[config.mk]
export PLATFORM = sky130hd
export DESIGN_NAME = tile_viewport_scroll_zoom
export DESIGN_NICKNAME = d
export VERILOG_FILES = /design/src/hdl/tvsz_pkg.sv /design/src/hdl/tvsz_dp.sv /design/src/hdl/tvsz_ctrl.sv /design/src/hdl/tile_viewport_scroll_zoom.sv
export SDC_FILE = /design/constraint.sdc
export NUM_CORES = 2
export LEC_CHECK = 0
export BUFFER_PORTS_ARGS = -buffer_cell sky130_fd_sc_hd__buf_4
export CAP_MARGIN = 0
export CORE_ASPECT_RATIO = 1.75
export CORE_MARGIN = 8
export CORE_UTILIZATION = 64
export DETAILED_ROUTE_END_ITERATION = 12
export GPL_TIMING_DRIVEN = 1
export PLACE_DENSITY_LB_ADDON = 0.08
export SETUP_SLACK_MARGIN = 0.1
export SYNTH_ARGS = -nofsm -noshare
export SYNTH_HDL_FRONTEND = slang
export SYNTH_SLANG_ARGS = --single-unit
[constraint.sdc]
create_clock -name clock -period 10.5 [get_ports clock]
set_input_delay 1.575 -clock clock [delete_from_list [all_inputs] [get_ports clock]]
set_output_delay 1.575 -clock clock [all_outputs]
set_load 0.01 [all_outputs]
[src/hdl/tvsz_pkg.sv]
`default_nettype none

package tvsz_pkg;

   // zoom levels in use, and index width for the level table
   localparam int ZOOM_STEPS = 5;
   localparam int ZIDX_W     = 3;

   // scroll offsets
   localparam int OFF_W = 18;
   localparam logic [OFF_W-1:0] OFFSET_MAX = 18'h3FFFF;

   // shared divider: 28-bit dividend, 4 quotient bits per cycle
   localparam int DIV_W     = 28;
   localparam int DIV_BITS  = 4;
   localparam int DIV_STEPS = DIV_W / DIV_BITS;
   localparam int DCNT_W    = $clog2(DIV_STEPS);
   localparam int REM_W     = 9;

   // operation codes of an input beat
   typedef enum logic [2:0] {
      OP_MOVE     = 3'd0,
      OP_ZOOM_IN  = 3'd1,
      OP_ZOOM_OUT = 3'd2,
      OP_SCR2CELL = 3'd3,
      OP_CELL2SCR = 3'd4
   } op_type;

   // register indexes on the csr port
   typedef enum logic [2:0] {
      CSR_VIEW_W = 3'd0,
      CSR_VIEW_H = 3'd1,
      CSR_MAP_C  = 3'd2,
      CSR_MAP_R  = 3'd3,
      CSR_TILE   = 3'd4
   } csr_type;

   // datapath micro operations, one per cycle
   typedef enum logic [3:0] {
      DP_NOP,
      DP_LOAD,
      DP_MOVE,
      DP_ZSEL,
      DP_MUL_CEN,
      DP_MUL_VIEW,
      DP_DIV_REC,
      DP_DIV_SCR,
      DP_DIV_STEP,
      DP_PUT_OFF,
      DP_PUT_CELL,
      DP_MUL_CELL,
      DP_PUT_SCR,
      DP_COMMIT,
      DP_OUT
   } dp_op_type;

   typedef struct packed {
      dp_op_type op;
      logic      axis_y;     // 0 works on x, 1 on y
      logic      zoom_up;    // direction for the level select
      logic      lim_mul;    // limit pipe: map * tile
      logic      lim_sub;    // limit pipe: subtract view, saturate
      logic      lim_clamp;  // limit pipe: clamp offsets
   } dp_cmd_type;

   typedef struct packed {
      logic cfg_hit;   // valid register written this cycle
      logic up_ok;     // a larger level exists
      logic down_ok;   // a smaller level exists
   } dp_sts_type;

   function automatic logic [7:0] zoom_level(input logic [ZIDX_W-1:0] idx);
      logic [7:0] lv;
      case (idx)
         3'd0:    lv = 8'd12;
         3'd1:    lv = 8'd16;
         3'd2:    lv = 8'd24;
         3'd3:    lv = 8'd32;
         3'd4:    lv = 8'd48;
         3'd5:    lv = 8'd64;
         3'd6:    lv = 8'd96;
         default: lv = 8'd128;
      endcase
      return lv;
   endfunction

   function automatic logic [7:0] abs_diff(input logic [7:0] a, input logic [7:0] b);
      return (a >= b) ? (a - b) : (b - a);
   endfunction

   // nearest level, ties to the lower index
   function automatic logic [ZIDX_W-1:0] nearest_level(input logic [7:0] tile);
      logic [ZIDX_W-1:0] best;
      logic [7:0]        best_d;
      logic [7:0]        d;
      best   = '0;
      best_d = abs_diff(zoom_level('0), tile);
      for (int i = 1; i < ZOOM_STEPS; i++) begin
         d = abs_diff(zoom_level(ZIDX_W'(i)), tile);
         if (d < best_d) begin
            best_d = d;
            best   = ZIDX_W'(i);
         end
      end
      return best;
   endfunction

endpackage

`default_nettype wire

[src/hdl/tvsz_dp.sv]
`default_nettype none

module tvsz_dp import tvsz_pkg::*; (
   input  wire logic               clock,
   input  wire logic               reset,
   input  wire dp_cmd_type         cmd,
   output dp_sts_type              sts,
   input  wire logic               csr_we,
   input  wire logic [2:0]         csr_index,
   input  wire logic [11:0]        csr_wdata,
   input  wire logic signed [15:0] req_move_dx,
   input  wire logic signed [15:0] req_move_dy,
   input  wire logic [11:0]        req_screen_x,
   input  wire logic [11:0]        req_screen_y,
   input  wire logic [9:0]         req_cell_column,
   input  wire logic [9:0]         req_cell_row,
   output logic signed [19:0]      rsp_result_x,
   output logic signed [19:0]      rsp_result_y,
   output logic [17:0]             rsp_scroll_x,
   output logic [17:0]             rsp_scroll_y,
   output logic [7:0]              rsp_tile_pixels
);

   // configuration and view state
   logic [11:0]      vw_ff, vw_in, vh_ff, vh_in;
   logic [10:0]      mc_ff, mc_in, mr_ff, mr_in;
   logic [7:0]       its_ff, its_in, tile_ff, tile_in;
   logic [OFF_W-1:0] offx_ff, offx_in, offy_ff, offy_in;

   // limit pipe
   logic [18:0]      lpx_ff, lpx_in, lpy_ff, lpy_in;
   logic [11:0]      lvx_ff, lvx_in, lvy_ff, lvy_in;
   logic [OFF_W-1:0] limx_ff, limx_in, limy_ff, limy_in;

   // shared multiplier and divider
   logic [7:0]       newt_ff, newt_in;
   logic [27:0]      prod_ff, prod_in, hold_ff, hold_in;
   logic [DIV_W-1:0] quo_ff, quo_in;
   logic [REM_W-1:0] rem_ff, rem_in, dvsr_ff, dvsr_in;

   // latched request and results
   logic signed [15:0] dx_ff, dx_in, dy_ff, dy_in;
   logic [11:0]        sx_ff, sx_in, sy_ff, sy_in;
   logic [9:0]         cx_ff, cx_in, cy_ff, cy_in;
   logic signed [19:0] resx_ff, resx_in, resy_ff, resy_in;
   logic signed [19:0] orx_ff, orx_in, ory_ff, ory_in;
   logic [OFF_W-1:0]   osx_ff, osx_in, osy_ff, osy_in;
   logic [7:0]         otile_ff, otile_in;

   logic [ZIDX_W-1:0]  zidx;
   logic               cfg_hit;
   logic [OFF_W-1:0]   off_a;
   logic [11:0]        view_a;
   logic [9:0]         cell_a;
   logic [11:0]        scr_a;
   logic [19:0]        mul_a;
   logic [7:0]         mul_b;
   logic [27:0]        mul_p;
   logic [28:0]        rec_diff;
   logic [DIV_W-1:0]   rec_dvd, scr_dvd;
   logic [DIV_W-1:0]   dq;
   logic [REM_W-1:0]   dr;
   logic [REM_W:0]     dt;
   logic [OFF_W-1:0]   q_sat;
   logic [20:0]        scr_diff;
   logic [19:0]        ldx, ldy;
   logic signed [19:0] movx, movy;

   function automatic logic [OFF_W-1:0] clamp_move(input logic signed [19:0] s,
                                                   input logic [OFF_W-1:0] lim);
      logic [OFF_W-1:0] r;
      if (s < 0)
         r = '0;
      else if (s[18:0] > {1'b0, lim})
         r = lim;
      else
         r = s[OFF_W-1:0];
      return r;
   endfunction

   function automatic logic [OFF_W-1:0] sat_limit(input logic [19:0] d);
      logic [OFF_W-1:0] r;
      if (d[19])
         r = '0;
      else if (d[18])
         r = OFFSET_MAX;
      else
         r = d[OFF_W-1:0];
      return r;
   endfunction

   // status
   assign zidx    = nearest_level(tile_ff);
   assign cfg_hit = csr_we && (csr_index inside {[CSR_VIEW_W:CSR_TILE]});
   assign sts.cfg_hit = cfg_hit;
   assign sts.up_ok   = zidx < ZIDX_W'(ZOOM_STEPS - 1);
   assign sts.down_ok = zidx != '0;

   // axis selection
   assign off_a  = cmd.axis_y ? offy_ff : offx_ff;
   assign view_a = cmd.axis_y ? vh_ff : vw_ff;
   assign cell_a = cmd.axis_y ? cy_ff : cx_ff;
   assign scr_a  = cmd.axis_y ? sy_ff : sx_ff;

   // multiplier operands
   always_comb begin
      case (cmd.op)
         DP_MUL_CEN: begin
            mul_a = 20'({off_a, 1'b0}) + 20'(view_a);
            mul_b = newt_ff;
         end
         DP_MUL_VIEW: begin
            mul_a = 20'(view_a);
            mul_b = tile_ff;
         end
         DP_MUL_CELL: begin
            mul_a = 20'(cell_a);
            mul_b = tile_ff;
         end
         default: begin
            mul_a = '0;
            mul_b = '0;
         end
      endcase
   end

   assign mul_p = 28'(mul_a) * 28'(mul_b);

   // dividends: a negative recentred numerator divides as zero
   assign rec_diff = {1'b0, hold_ff} - {1'b0, prod_ff};
   assign rec_dvd  = rec_diff[28] ? '0 : rec_diff[DIV_W-1:0];
   assign scr_dvd  = DIV_W'(scr_a) + DIV_W'(off_a);

   // radix-16 restoring step
   always_comb begin
      dr = rem_ff;
      dq = quo_ff;
      dt = '0;
      for (int k = 0; k < DIV_BITS; k++) begin
         dt = {dr, dq[DIV_W-1]};
         if (dt >= {1'b0, dvsr_ff}) begin
            dt = dt - {1'b0, dvsr_ff};
            dq = {dq[DIV_W-2:0], 1'b1};
         end else begin
            dq = {dq[DIV_W-2:0], 1'b0};
         end
         dr = dt[REM_W-1:0];
      end
   end

   assign q_sat    = (|quo_ff[DIV_W-1:OFF_W]) ? OFFSET_MAX : quo_ff[OFF_W-1:0];
   assign scr_diff = {3'b000, prod_ff[OFF_W-1:0]} - {3'b000, off_a};
   assign ldx      = {1'b0, lpx_ff} - {8'd0, lvx_ff};
   assign ldy      = {1'b0, lpy_ff} - {8'd0, lvy_ff};
   assign movx     = signed'({2'b00, offx_ff}) + 20'(dx_ff);
   assign movy     = signed'({2'b00, offy_ff}) + 20'(dy_ff);

   // next state
   always_comb begin
      vw_in = vw_ff;   vh_in = vh_ff;   mc_in = mc_ff;   mr_in = mr_ff;
      its_in = its_ff; tile_in = tile_ff;
      offx_in = offx_ff; offy_in = offy_ff;
      lpx_in = lpx_ff; lpy_in = lpy_ff; lvx_in = lvx_ff; lvy_in = lvy_ff;
      limx_in = limx_ff; limy_in = limy_ff;
      newt_in = newt_ff; prod_in = prod_ff; hold_in = hold_ff;
      quo_in = quo_ff; rem_in = rem_ff; dvsr_in = dvsr_ff;
      dx_in = dx_ff; dy_in = dy_ff; sx_in = sx_ff; sy_in = sy_ff;
      cx_in = cx_ff; cy_in = cy_ff; resx_in = resx_ff; resy_in = resy_ff;
      orx_in = orx_ff; ory_in = ory_ff; osx_in = osx_ff; osy_in = osy_ff;
      otile_in = otile_ff;

      // valid register writes reload the tile size
      if (cfg_hit) begin
         case (csr_index)
            CSR_VIEW_W: vw_in  = csr_wdata;
            CSR_VIEW_H: vh_in  = csr_wdata;
            CSR_MAP_C:  mc_in  = csr_wdata[10:0];
            CSR_MAP_R:  mr_in  = csr_wdata[10:0];
            CSR_TILE:   its_in = csr_wdata[7:0];
            default:    its_in = its_ff;
         endcase
         tile_in = (its_in == '0) ? 8'd1 : its_in;
      end

      // limit pipe
      if (cmd.lim_mul) begin
         lpx_in = 19'(mc_ff) * 19'(tile_ff);
         lpy_in = 19'(mr_ff) * 19'(tile_ff);
         lvx_in = vw_ff;
         lvy_in = vh_ff;
      end
      if (cmd.lim_sub) begin
         limx_in = sat_limit(ldx);
         limy_in = sat_limit(ldy);
      end
      if (cmd.lim_clamp) begin
         offx_in = (offx_ff > limx_ff) ? limx_ff : offx_ff;
         offy_in = (offy_ff > limy_ff) ? limy_ff : offy_ff;
      end

      case (cmd.op)
         DP_LOAD: begin
            dx_in = req_move_dx;     dy_in = req_move_dy;
            sx_in = req_screen_x;    sy_in = req_screen_y;
            cx_in = req_cell_column; cy_in = req_cell_row;
            resx_in = '0;            resy_in = '0;
         end
         DP_MOVE: begin
            offx_in = clamp_move(movx, limx_ff);
            offy_in = clamp_move(movy, limy_ff);
         end
         DP_ZSEL: begin
            newt_in = zoom_level(cmd.zoom_up ? ZIDX_W'(zidx + 1'b1)
                                             : ZIDX_W'(zidx - 1'b1));
         end
         DP_MUL_CEN, DP_MUL_CELL: begin
            prod_in = mul_p;
         end
         DP_MUL_VIEW: begin
            hold_in = prod_ff;
            prod_in = mul_p;
         end
         DP_DIV_REC: begin
            quo_in  = rec_dvd;
            rem_in  = '0;
            dvsr_in = {tile_ff, 1'b0};
         end
         DP_DIV_SCR: begin
            quo_in  = scr_dvd;
            rem_in  = '0;
            dvsr_in = {1'b0, tile_ff};
         end
         DP_DIV_STEP: begin
            quo_in = dq;
            rem_in = dr;
         end
         DP_PUT_OFF: begin
            if (cmd.axis_y)
               offy_in = q_sat;
            else
               offx_in = q_sat;
         end
         DP_PUT_CELL: begin
            if (cmd.axis_y)
               resy_in = signed'(quo_ff[19:0]);
            else
               resx_in = signed'(quo_ff[19:0]);
         end
         DP_PUT_SCR: begin
            if (cmd.axis_y)
               resy_in = signed'(scr_diff[19:0]);
            else
               resx_in = signed'(scr_diff[19:0]);
         end
         DP_COMMIT: begin
            tile_in = newt_ff;
         end
         DP_OUT: begin
            orx_in   = resx_ff;
            ory_in   = resy_ff;
            osx_in   = offx_ff;
            osy_in   = offy_ff;
            otile_in = tile_ff;
         end
         default: begin
            newt_in = newt_ff;
         end
      endcase
   end

   // architectural state
   always_ff @(posedge clock) begin
      if (reset) begin
         vw_ff   <= 12'd640;
         vh_ff   <= 12'd480;
         mc_ff   <= 11'd100;
         mr_ff   <= 11'd100;
         its_ff  <= 8'd32;
         tile_ff <= 8'd32;
         offx_ff <= '0;
         offy_ff <= '0;
      end else begin
         vw_ff   <= vw_in;
         vh_ff   <= vh_in;
         mc_ff   <= mc_in;
         mr_ff   <= mr_in;
         its_ff  <= its_in;
         tile_ff <= tile_in;
         offx_ff <= offx_in;
         offy_ff <= offy_in;
      end
   end

   // working registers
   always_ff @(posedge clock) begin
      lpx_ff   <= lpx_in;   lpy_ff  <= lpy_in;
      lvx_ff   <= lvx_in;   lvy_ff  <= lvy_in;
      limx_ff  <= limx_in;  limy_ff <= limy_in;
      newt_ff  <= newt_in;  prod_ff <= prod_in;  hold_ff <= hold_in;
      quo_ff   <= quo_in;   rem_ff  <= rem_in;   dvsr_ff <= dvsr_in;
      dx_ff    <= dx_in;    dy_ff   <= dy_in;
      sx_ff    <= sx_in;    sy_ff   <= sy_in;
      cx_ff    <= cx_in;    cy_ff   <= cy_in;
      resx_ff  <= resx_in;  resy_ff <= resy_in;
      orx_ff   <= orx_in;   ory_ff  <= ory_in;
      osx_ff   <= osx_in;   osy_ff  <= osy_in;
      otile_ff <= otile_in;
   end

   assign rsp_result_x    = orx_ff;
   assign rsp_result_y    = ory_ff;
   assign rsp_scroll_x    = osx_ff;
   assign rsp_scroll_y    = osy_ff;
   assign rsp_tile_pixels = otile_ff;

endmodule

`default_nettype wire

[src/hdl/tvsz_ctrl.sv]
`default_nettype none

module tvsz_ctrl import tvsz_pkg::*; (
   input  wire logic       clock,
   input  wire logic       reset,
   input  wire logic       req_valid,
   output logic            req_ready,
   input  wire logic [2:0] req_operation,
   output logic            rsp_valid,
   input  wire logic       rsp_ready,
   input  wire dp_sts_type sts,
   output dp_cmd_type      cmd
);

   typedef enum logic [14:0] {
      S_IDLE    = 15'b000000000000001,
      S_MOVE    = 15'b000000000000010,
      S_ZSEL    = 15'b000000000000100,
      S_ZMUL1   = 15'b000000000001000,
      S_ZMUL2   = 15'b000000000010000,
      S_ZDIV0   = 15'b000000000100000,
      S_DIVRUN  = 15'b000000001000000,
      S_ZPUT    = 15'b000000010000000,
      S_ZCOMMIT = 15'b000000100000000,
      S_ZWAIT   = 15'b000001000000000,
      S_SDIV0   = 15'b000010000000000,
      S_SPUT    = 15'b000100000000000,
      S_CMUL    = 15'b001000000000000,
      S_CPUT    = 15'b010000000000000,
      S_FINISH  = 15'b100000000000000
   } state_type;

   state_type         state_ff, state_in;
   logic [DCNT_W-1:0] cnt_ff, cnt_in;
   logic [2:0]        op_ff, op_in;
   logic              axis_ff, axis_in;
   logic              rsp_valid_ff, rsp_valid_in;
   logic [2:0]        pend_ff, pend_in;
   logic              commit;
   logic              accept;

   assign req_ready = (state_ff == S_IDLE) && (pend_ff == '0) && !sts.cfg_hit;
   assign accept    = req_valid && req_ready;
   assign rsp_valid = rsp_valid_ff;

   // limit pipe runs after reset, every valid register write and tile change
   assign pend_in = {pend_ff[1:0], sts.cfg_hit | commit};

   // sequencer
   always_comb begin
      state_in     = state_ff;
      cnt_in       = cnt_ff;
      op_in        = op_ff;
      axis_in      = axis_ff;
      rsp_valid_in = rsp_valid_ff;
      commit       = 1'b0;

      cmd.op        = DP_NOP;
      cmd.axis_y    = axis_ff;
      cmd.zoom_up   = (op_ff == OP_ZOOM_IN);
      cmd.lim_mul   = pend_ff[0];
      cmd.lim_sub   = pend_ff[1];
      cmd.lim_clamp = pend_ff[2];

      if (rsp_valid_ff && rsp_ready)
         rsp_valid_in = 1'b0;

      case (state_ff)
         S_IDLE: begin
            if (accept) begin
               cmd.op  = DP_LOAD;
               op_in   = req_operation;
               axis_in = 1'b0;
               case (req_operation)
                  OP_MOVE:                state_in = S_MOVE;
                  OP_ZOOM_IN, OP_ZOOM_OUT: state_in = S_ZSEL;
                  OP_SCR2CELL:            state_in = S_SDIV0;
                  OP_CELL2SCR:            state_in = S_CMUL;
                  default:                state_in = S_FINISH;
               endcase
            end
         end
         S_MOVE: begin
            cmd.op   = DP_MOVE;
            state_in = S_FINISH;
         end
         S_ZSEL: begin
            if (cmd.zoom_up ? sts.up_ok : sts.down_ok) begin
               cmd.op   = DP_ZSEL;
               state_in = S_ZMUL1;
            end else begin
               state_in = S_FINISH;
            end
         end
         S_ZMUL1: begin
            cmd.op   = DP_MUL_CEN;
            state_in = S_ZMUL2;
         end
         S_ZMUL2: begin
            cmd.op   = DP_MUL_VIEW;
            state_in = S_ZDIV0;
         end
         S_ZDIV0: begin
            cmd.op   = DP_DIV_REC;
            cnt_in   = '0;
            state_in = S_DIVRUN;
         end
         S_SDIV0: begin
            cmd.op   = DP_DIV_SCR;
            cnt_in   = '0;
            state_in = S_DIVRUN;
         end
         S_DIVRUN: begin
            cmd.op = DP_DIV_STEP;
            cnt_in = DCNT_W'(cnt_ff + 1'b1);
            if (cnt_ff == DCNT_W'(DIV_STEPS - 1))
               state_in = (op_ff == OP_SCR2CELL) ? S_SPUT : S_ZPUT;
         end
         S_ZPUT: begin
            cmd.op = DP_PUT_OFF;
            if (axis_ff) begin
               state_in = S_ZCOMMIT;
            end else begin
               axis_in  = 1'b1;
               state_in = S_ZMUL1;
            end
         end
         S_ZCOMMIT: begin
            cmd.op   = DP_COMMIT;
            commit   = 1'b1;
            state_in = S_ZWAIT;
         end
         S_ZWAIT: begin
            // leave on the clamp beat of the limit pipe
            if (pend_ff == 3'b100)
               state_in = S_FINISH;
         end
         S_SPUT: begin
            cmd.op = DP_PUT_CELL;
            if (axis_ff) begin
               state_in = S_FINISH;
            end else begin
               axis_in  = 1'b1;
               state_in = S_SDIV0;
            end
         end
         S_CMUL: begin
            cmd.op   = DP_MUL_CELL;
            state_in = S_CPUT;
         end
         S_CPUT: begin
            cmd.op = DP_PUT_SCR;
            if (axis_ff) begin
               state_in = S_FINISH;
            end else begin
               axis_in  = 1'b1;
               state_in = S_CMUL;
            end
         end
         S_FINISH: begin
            if (!rsp_valid_ff || rsp_ready) begin
               cmd.op       = DP_OUT;
               rsp_valid_in = 1'b1;
               state_in     = S_IDLE;
            end
         end
         default: begin
            state_in = S_IDLE;
         end
      endcase
   end

   always_ff @(posedge clock) begin
      if (reset) begin
         state_ff     <= S_IDLE;
         cnt_ff       <= '0;
         op_ff        <= '0;
         axis_ff      <= 1'b0;
         rsp_valid_ff <= 1'b0;
         pend_ff      <= 3'b001;
      end else begin
         state_ff     <= state_in;
         cnt_ff       <= cnt_in;
         op_ff        <= op_in;
         axis_ff      <= axis_in;
         rsp_valid_ff <= rsp_valid_in;
         pend_ff      <= pend_in;
      end
   end

endmodule

`default_nettype wire

[src/hdl/tile_viewport_scroll_zoom.sv]
// Viewport unit for a tile map: holds the x/y scroll offset and the tile size, and answers
// one item at a time with one result beat carrying the conversion result and the state after
// the item. Screen-to-cell and zoom items are paced by the shared divider, which retires
// 4 quotient bits per cycle over a 28-bit dividend (two divisions per screen-to-cell item
// or zoom); a zoom is also followed by the 3-stage limit pipe (map size times tile, minus
// viewport, clamp). A zoom with no neighbouring level skips the divisions and the limit
// pipe. The block is back in idle before the next accept. The same limit pipe runs after
// reset and after each valid register write; req_ready stays low until it drains. A result
// waiting on rsp_ready does not keep the next item from being accepted.

`default_nettype none

module tile_viewport_scroll_zoom import tvsz_pkg::*; (
   input  wire logic               clock,
   input  wire logic               reset,
   input  wire logic               req_valid,
   output logic                    req_ready,
   input  wire logic [2:0]         req_operation,
   input  wire logic signed [15:0] req_move_dx,
   input  wire logic signed [15:0] req_move_dy,
   input  wire logic [11:0]        req_screen_x,
   input  wire logic [11:0]        req_screen_y,
   input  wire logic [9:0]         req_cell_column,
   input  wire logic [9:0]         req_cell_row,
   output logic                    rsp_valid,
   input  wire logic               rsp_ready,
   output logic signed [19:0]      rsp_result_x,
   output logic signed [19:0]      rsp_result_y,
   output logic [17:0]             rsp_scroll_x,
   output logic [17:0]             rsp_scroll_y,
   output logic [7:0]              rsp_tile_pixels,
   input  wire logic               csr_we,
   input  wire logic [2:0]         csr_index,
   input  wire logic [11:0]        csr_wdata
);

   dp_cmd_type cmd;
   dp_sts_type sts;

   tvsz_ctrl u_ctrl (
      .clock         (clock),
      .reset         (reset),
      .req_valid     (req_valid),
      .req_ready     (req_ready),
      .req_operation (req_operation),
      .rsp_valid     (rsp_valid),
      .rsp_ready     (rsp_ready),
      .sts           (sts),
      .cmd           (cmd)
   );

   tvsz_dp u_dp (
      .clock           (clock),
      .reset           (reset),
      .cmd             (cmd),
      .sts             (sts),
      .csr_we          (csr_we),
      .csr_index       (csr_index),
      .csr_wdata       (csr_wdata),
      .req_move_dx     (req_move_dx),
      .req_move_dy     (req_move_dy),
      .req_screen_x    (req_screen_x),
      .req_screen_y    (req_screen_y),
      .req_cell_column (req_cell_column),
      .req_cell_row    (req_cell_row),
      .rsp_result_x    (rsp_result_x),
      .rsp_result_y    (rsp_result_y),
      .rsp_scroll_x    (rsp_scroll_x),
      .rsp_scroll_y    (rsp_scroll_y),
      .rsp_tile_pixels (rsp_tile_pixels)
   );

   // no item is taken while the limit pipe still has to clamp
   a_ready_no_clamp: assert property (@(posedge clock) disable iff (reset)
      req_ready |-> !cmd.lim_clamp)
      else $error("item accepted with limit clamp pending");

   // one item in work at a time
   a_one_item: assert property (@(posedge clock) disable iff (reset)
      (req_valid && req_ready) |=> !req_ready)
      else $error("second item accepted while busy");

   // a result beat only appears after the output registers were loaded
   a_rsp_loaded: assert property (@(posedge clock) disable iff (reset)
      $rose(rsp_valid) |-> $past(cmd.op == DP_OUT))
      else $error("result valid without output load");

   // tile size never reaches zero
   a_tile_nonzero: assert property (@(posedge clock) disable iff (reset)
      rsp_valid |-> (rsp_tile_pixels != 8'd0))
      else $error("zero tile size on result");

endmodule

`default_nettype wire

==> impl_metrics.toml <==
[synthesis]
synthesis.instances = 4229
yosys.area.top_type_share = 0.2940
synth_enable_flop_cells = 406
synth.distinct_cells = 92
synth_flop_cell = "sky130_fd_sc_hd__edfxtp_1"
synth.cell_area_um2 = 41470
postSynthRegisterBits = 530
synth.top_cells.by_area = "sky130_fd_sc_hd__edfxtp_1, sky130_fd_sc_hd__ha_1, sky130_fd_sc_hd__fa_1"
register_area_share_after_synthesis = 0.3538
number_of_warning_messages_in_the_yosys_log = 0
synthesis.area_per_instance_um2 = 9.807
cell_accounting_for_the_most_synthesized_area = "sky130_fd_sc_hd__edfxtp_1"
post_synthesis_async_set_or_reset_flop_share = 0

[min_path]
worstHoldPathType = "flip-flop to flip-flop"
worst_hold_startpoint = "u_dp.resy_ff[0]"
hold-path-endpoint = "u_dp.rsp_result_y[0]"
min_delay_path_depth = 0

[floorplanning]
floorplan.core_area_um2 = 64180
fp_rows = 123
floorplan.initialDensity = 0.6462
dieWidth_um = 208.4
floorplan.die.height_um = 352.8
die_area_um2 = 73520
number_of_placed_i_o_pins = 185

[power]
power.clock.fraction = 0.343
intPower_w = 0.004104
power.share.sequential = 0.426
power_switching_w = 0.001725
ir_worst_vdd_mv = 0.1357
power_leakage_nw = 20.46
switching_share = 0.2960
power_per_cell_area_nw_per_um2 = 127.3
power.combinational.fraction = 0.230

[detailed_routing]
first_pass_iters = 6
post_drt_wl_per_cell_um = 21.98
postRouteAntennaNets = 0
post_route_drc_violation_count = 0
detail_route.vias_per_cell = 6.100
num_vias = 32160
wirelength_mm = 115.9
first_iter_violations = 2156

[clock_tree]
cts_num_sinks = 530
clk_pin_slew_worst_paths_ns = 0.07
htree_levels = 2
max-clock-path-buffers = 3
numCtsBuffers = 51
insertion_delay_ns = 0.63
tritoncts_clock_tree = "done"
cts.root.buffer_cell = "sky130_fd_sc_hd__clkbuf_16"

[timing]
unrepaired_setup_endpoints_after_global_routing = "false"
final_cycle_utilization_of_the_critical_path = 0.9269
final-max-slew-violation-count = 0
slew_headroom = 0.1849
hold_violations = 0
final.setup_skew_ns = 0.02432
worst-slew-pin-transition_ns = 1.211
final_period_minus_worst_setup_slack_ns = 9.733
fmax_mhz = 102.7
setup_tns_ns = 0
setup_viol_count_final = 0

[worst_setup_path]
worst_r2r_startpoint = "u_dp.tile_ff[1]"
crit_path_start_kind = "flip-flop"
max_stage_delay_ns = 0.53
timing.setup.critical_path_class = "flip-flop to flip-flop"
ff2ff_path_depth = 44
critical_path.slowest_cell = "sky130_fd_sc_hd__dfxtp_1"
setup.reg_to_reg.worst_slack_ns = 0.77
timing.critical_path.from = "u_dp.tile_ff[1]"
arrival_ns = 10.12
reg2reg_to = "u_dp.newt_ff[5]"
worstPathMaxFanout = 12
endpoint_kind = "flip-flop"
worstPathRequired_ns = 10.89
timing.critical_path.mode_cell = "sky130_fd_sc_hd__a21oi_1"

[layout]
finish.cell_count_without_fillers = 5273
area_growth_pct = 10.44
final_cell_mix = "sky130_fd_sc_hd__inv_1, sky130_fd_sc_hd__edfxtp_1, sky130_fd_sc_hd__ha_1, sky130_fd_sc_hd__nand2_1, sky130_fd_sc_hd__nor2_1"
finish.net_count = 5150
layout.cells.most_common = "sky130_fd_sc_hd__inv_1"
drive_gt1_frac = 0.1065
filler_cell_count = 4872

[placed_design]
finalWeightedCongestion = 0.9823
place.port_buffers = 184
detailedPlacementHpwl_mm = 91.08
placed_cells_incl_taps = 5174

[run]
max_cap_viol_count = 0

[grt]
number_of_global_route_vias_before_repair = 32690
largest_net_degree_at_the_start_of_global_routing = 78
gr-usage-all-layers = 0.3121
grt_remaining_overflow = 0
number_of_antenna_violations_at_the_first_check_in_global_routing = 1
grt_pass1_wl_mm = 180.0

[outcome]
status = "completed"
==> power groups by stage <==
stage	sequential [W]	clock, W	combinational, W
finish	0.00249	0.00200	0.00134
global route	0.00249	0.00210	0.00149
CTS	0.00248	0.00203	0.00132
detailed placement	0.00253	0	0.00130
global placement	0.00252	0	0.00127
floorplan	0.00249	0	0.000981
==> cell usage after synthesis, drive strengths merged (37+ instances only) <==
cell,number
inv,487
edfxtp,406
ha,405
nand2,349
nor2,327
a21oi,274
fa,228
o21ai,219
xnor2,151
dfxtp,124
and2,112
clkbuf,107
mux2i,106
a21o,89
nand3,73
nor3,60
mux2,58
xor2,53
nor2b,47
or2,43
nand2b,37
==> routing by layer <==
layer / wire [µm] / global-route usage
met1: 42470 / 0.3461
met2: 57880 / 0.5501
met5: 15 / 0
met4: 8987 / 0.2165
met3: 6534 / 0.04152
==> cell families (layout without fill, tap and decap cells) <==
kind of cell,after synthesis,count (layout),synth area share
other,2,17,0.0001811
and+or+nand+nor,1196,1196,0.1390
muxes,164,164,0.04142
DFF,530,530,0.3538
buffers and inverters,625,842,0.05726
AOI/OAI and AO/OA,873,873,0.1325
xor gates and xnor gates,204,204,0.04308
adders and majority gates,635,635,0.2327
==> registers in the layout, indices dropped and copies added (netlist names), 15 cells and up <==
| name | cells |
|---|---|
| u_dp.rsp_result_x | 20 |
| u_dp.offy_ff | 18 |
| u_dp.lpx_ff | 19 |
| u_dp.dx_ff | 16 |
| u_dp.dy_ff | 16 |
| u_dp.offx_ff | 18 |
| u_dp.limy_ff | 18 |
| u_dp.resy_ff | 20 |
| u_dp.lpy_ff | 19 |
| u_dp.quo_ff | 28 |
| u_dp.rsp_scroll_y | 18 |
| u_dp.resx_ff | 20 |
| u_dp.hold_ff | 28 |
| u_dp.rsp_result_y | 20 |
| u_ctrl.state_ff | 15 |
| u_dp.prod_ff | 28 |
| u_dp.limx_ff | 18 |
| u_dp.rsp_scroll_x | 18 |
==> timing repair <==
action / in CTS / in global routing
gates resized for setup: 0 / 6
hold buffers: 0 / 0
setup endpoints to repair: 0 / 13
buffers inserted: 0 / 3
==> worst max-delay path by stage <==
stage	endpoint	slack [ns]	cells after the start
2_1_floorplan	u_dp.prod_ff[26]	1.01	37
3_3_place_gp	u_dp.newt_ff[5]	0.64	44
3_5_place_dp	u_dp.newt_ff[5]	0.54	44
4_1_cts	u_dp.newt_ff[5]	0.49	44
5_1_grt	u_dp.newt_ff[5]	0.10	44
6_report	u_dp.newt_ff[5]	0.77	44
==> per-stage QoR <==
stage               hold slack (ns)    util  instance area, µm²  power, W  setup slack (ns)
floorplan                    0.4003       -               41520  0.003474             1.010
global placement             0.4037  0.6850               43960  0.003797            0.6434
detailed placement           0.4045  0.6850               43960  0.003831            0.5373
CTS                          0.4189  0.7129               45750  0.005827            0.4852
global route                 0.4239  0.7136               45800  0.006081            0.1026
finish                       0.4180  0.7137               45800  0.005829            0.7673
==> cell type report <==
cell class	instances	area [µm²]	share of cell area
tap	812	1016	0.02218
multi-input combinational	3088	24540	0.5358
timing repair buffer	257	1929	0.04213
antenna	1	2.502	0.00005464
clock buffer	58	1345	0.02937
sequential	530	14680	0.3205
clock inverter	37	449.2	0.009807
inverter	490	1841	0.04019
==> critical path: cells and delay by family (launching register included) <==
| family | cells | cell delay (ns) |
|---|---|---|
| AND/OR/NAND/NOR | 10 | 1.98 |
| flip-flops | 1 | 0.53 |
| adder cells (fa/ha/maj) | 7 | 2.25 |
| multiplexers | 1 | 0.12 |
| XOR/XNOR | 1 | 0.19 |
| buffers and inverters | 5 | 0.54 |
| AO/OA/AOI/OAI | 20 | 3.83 |
Power figures use the tool's default switching activity.
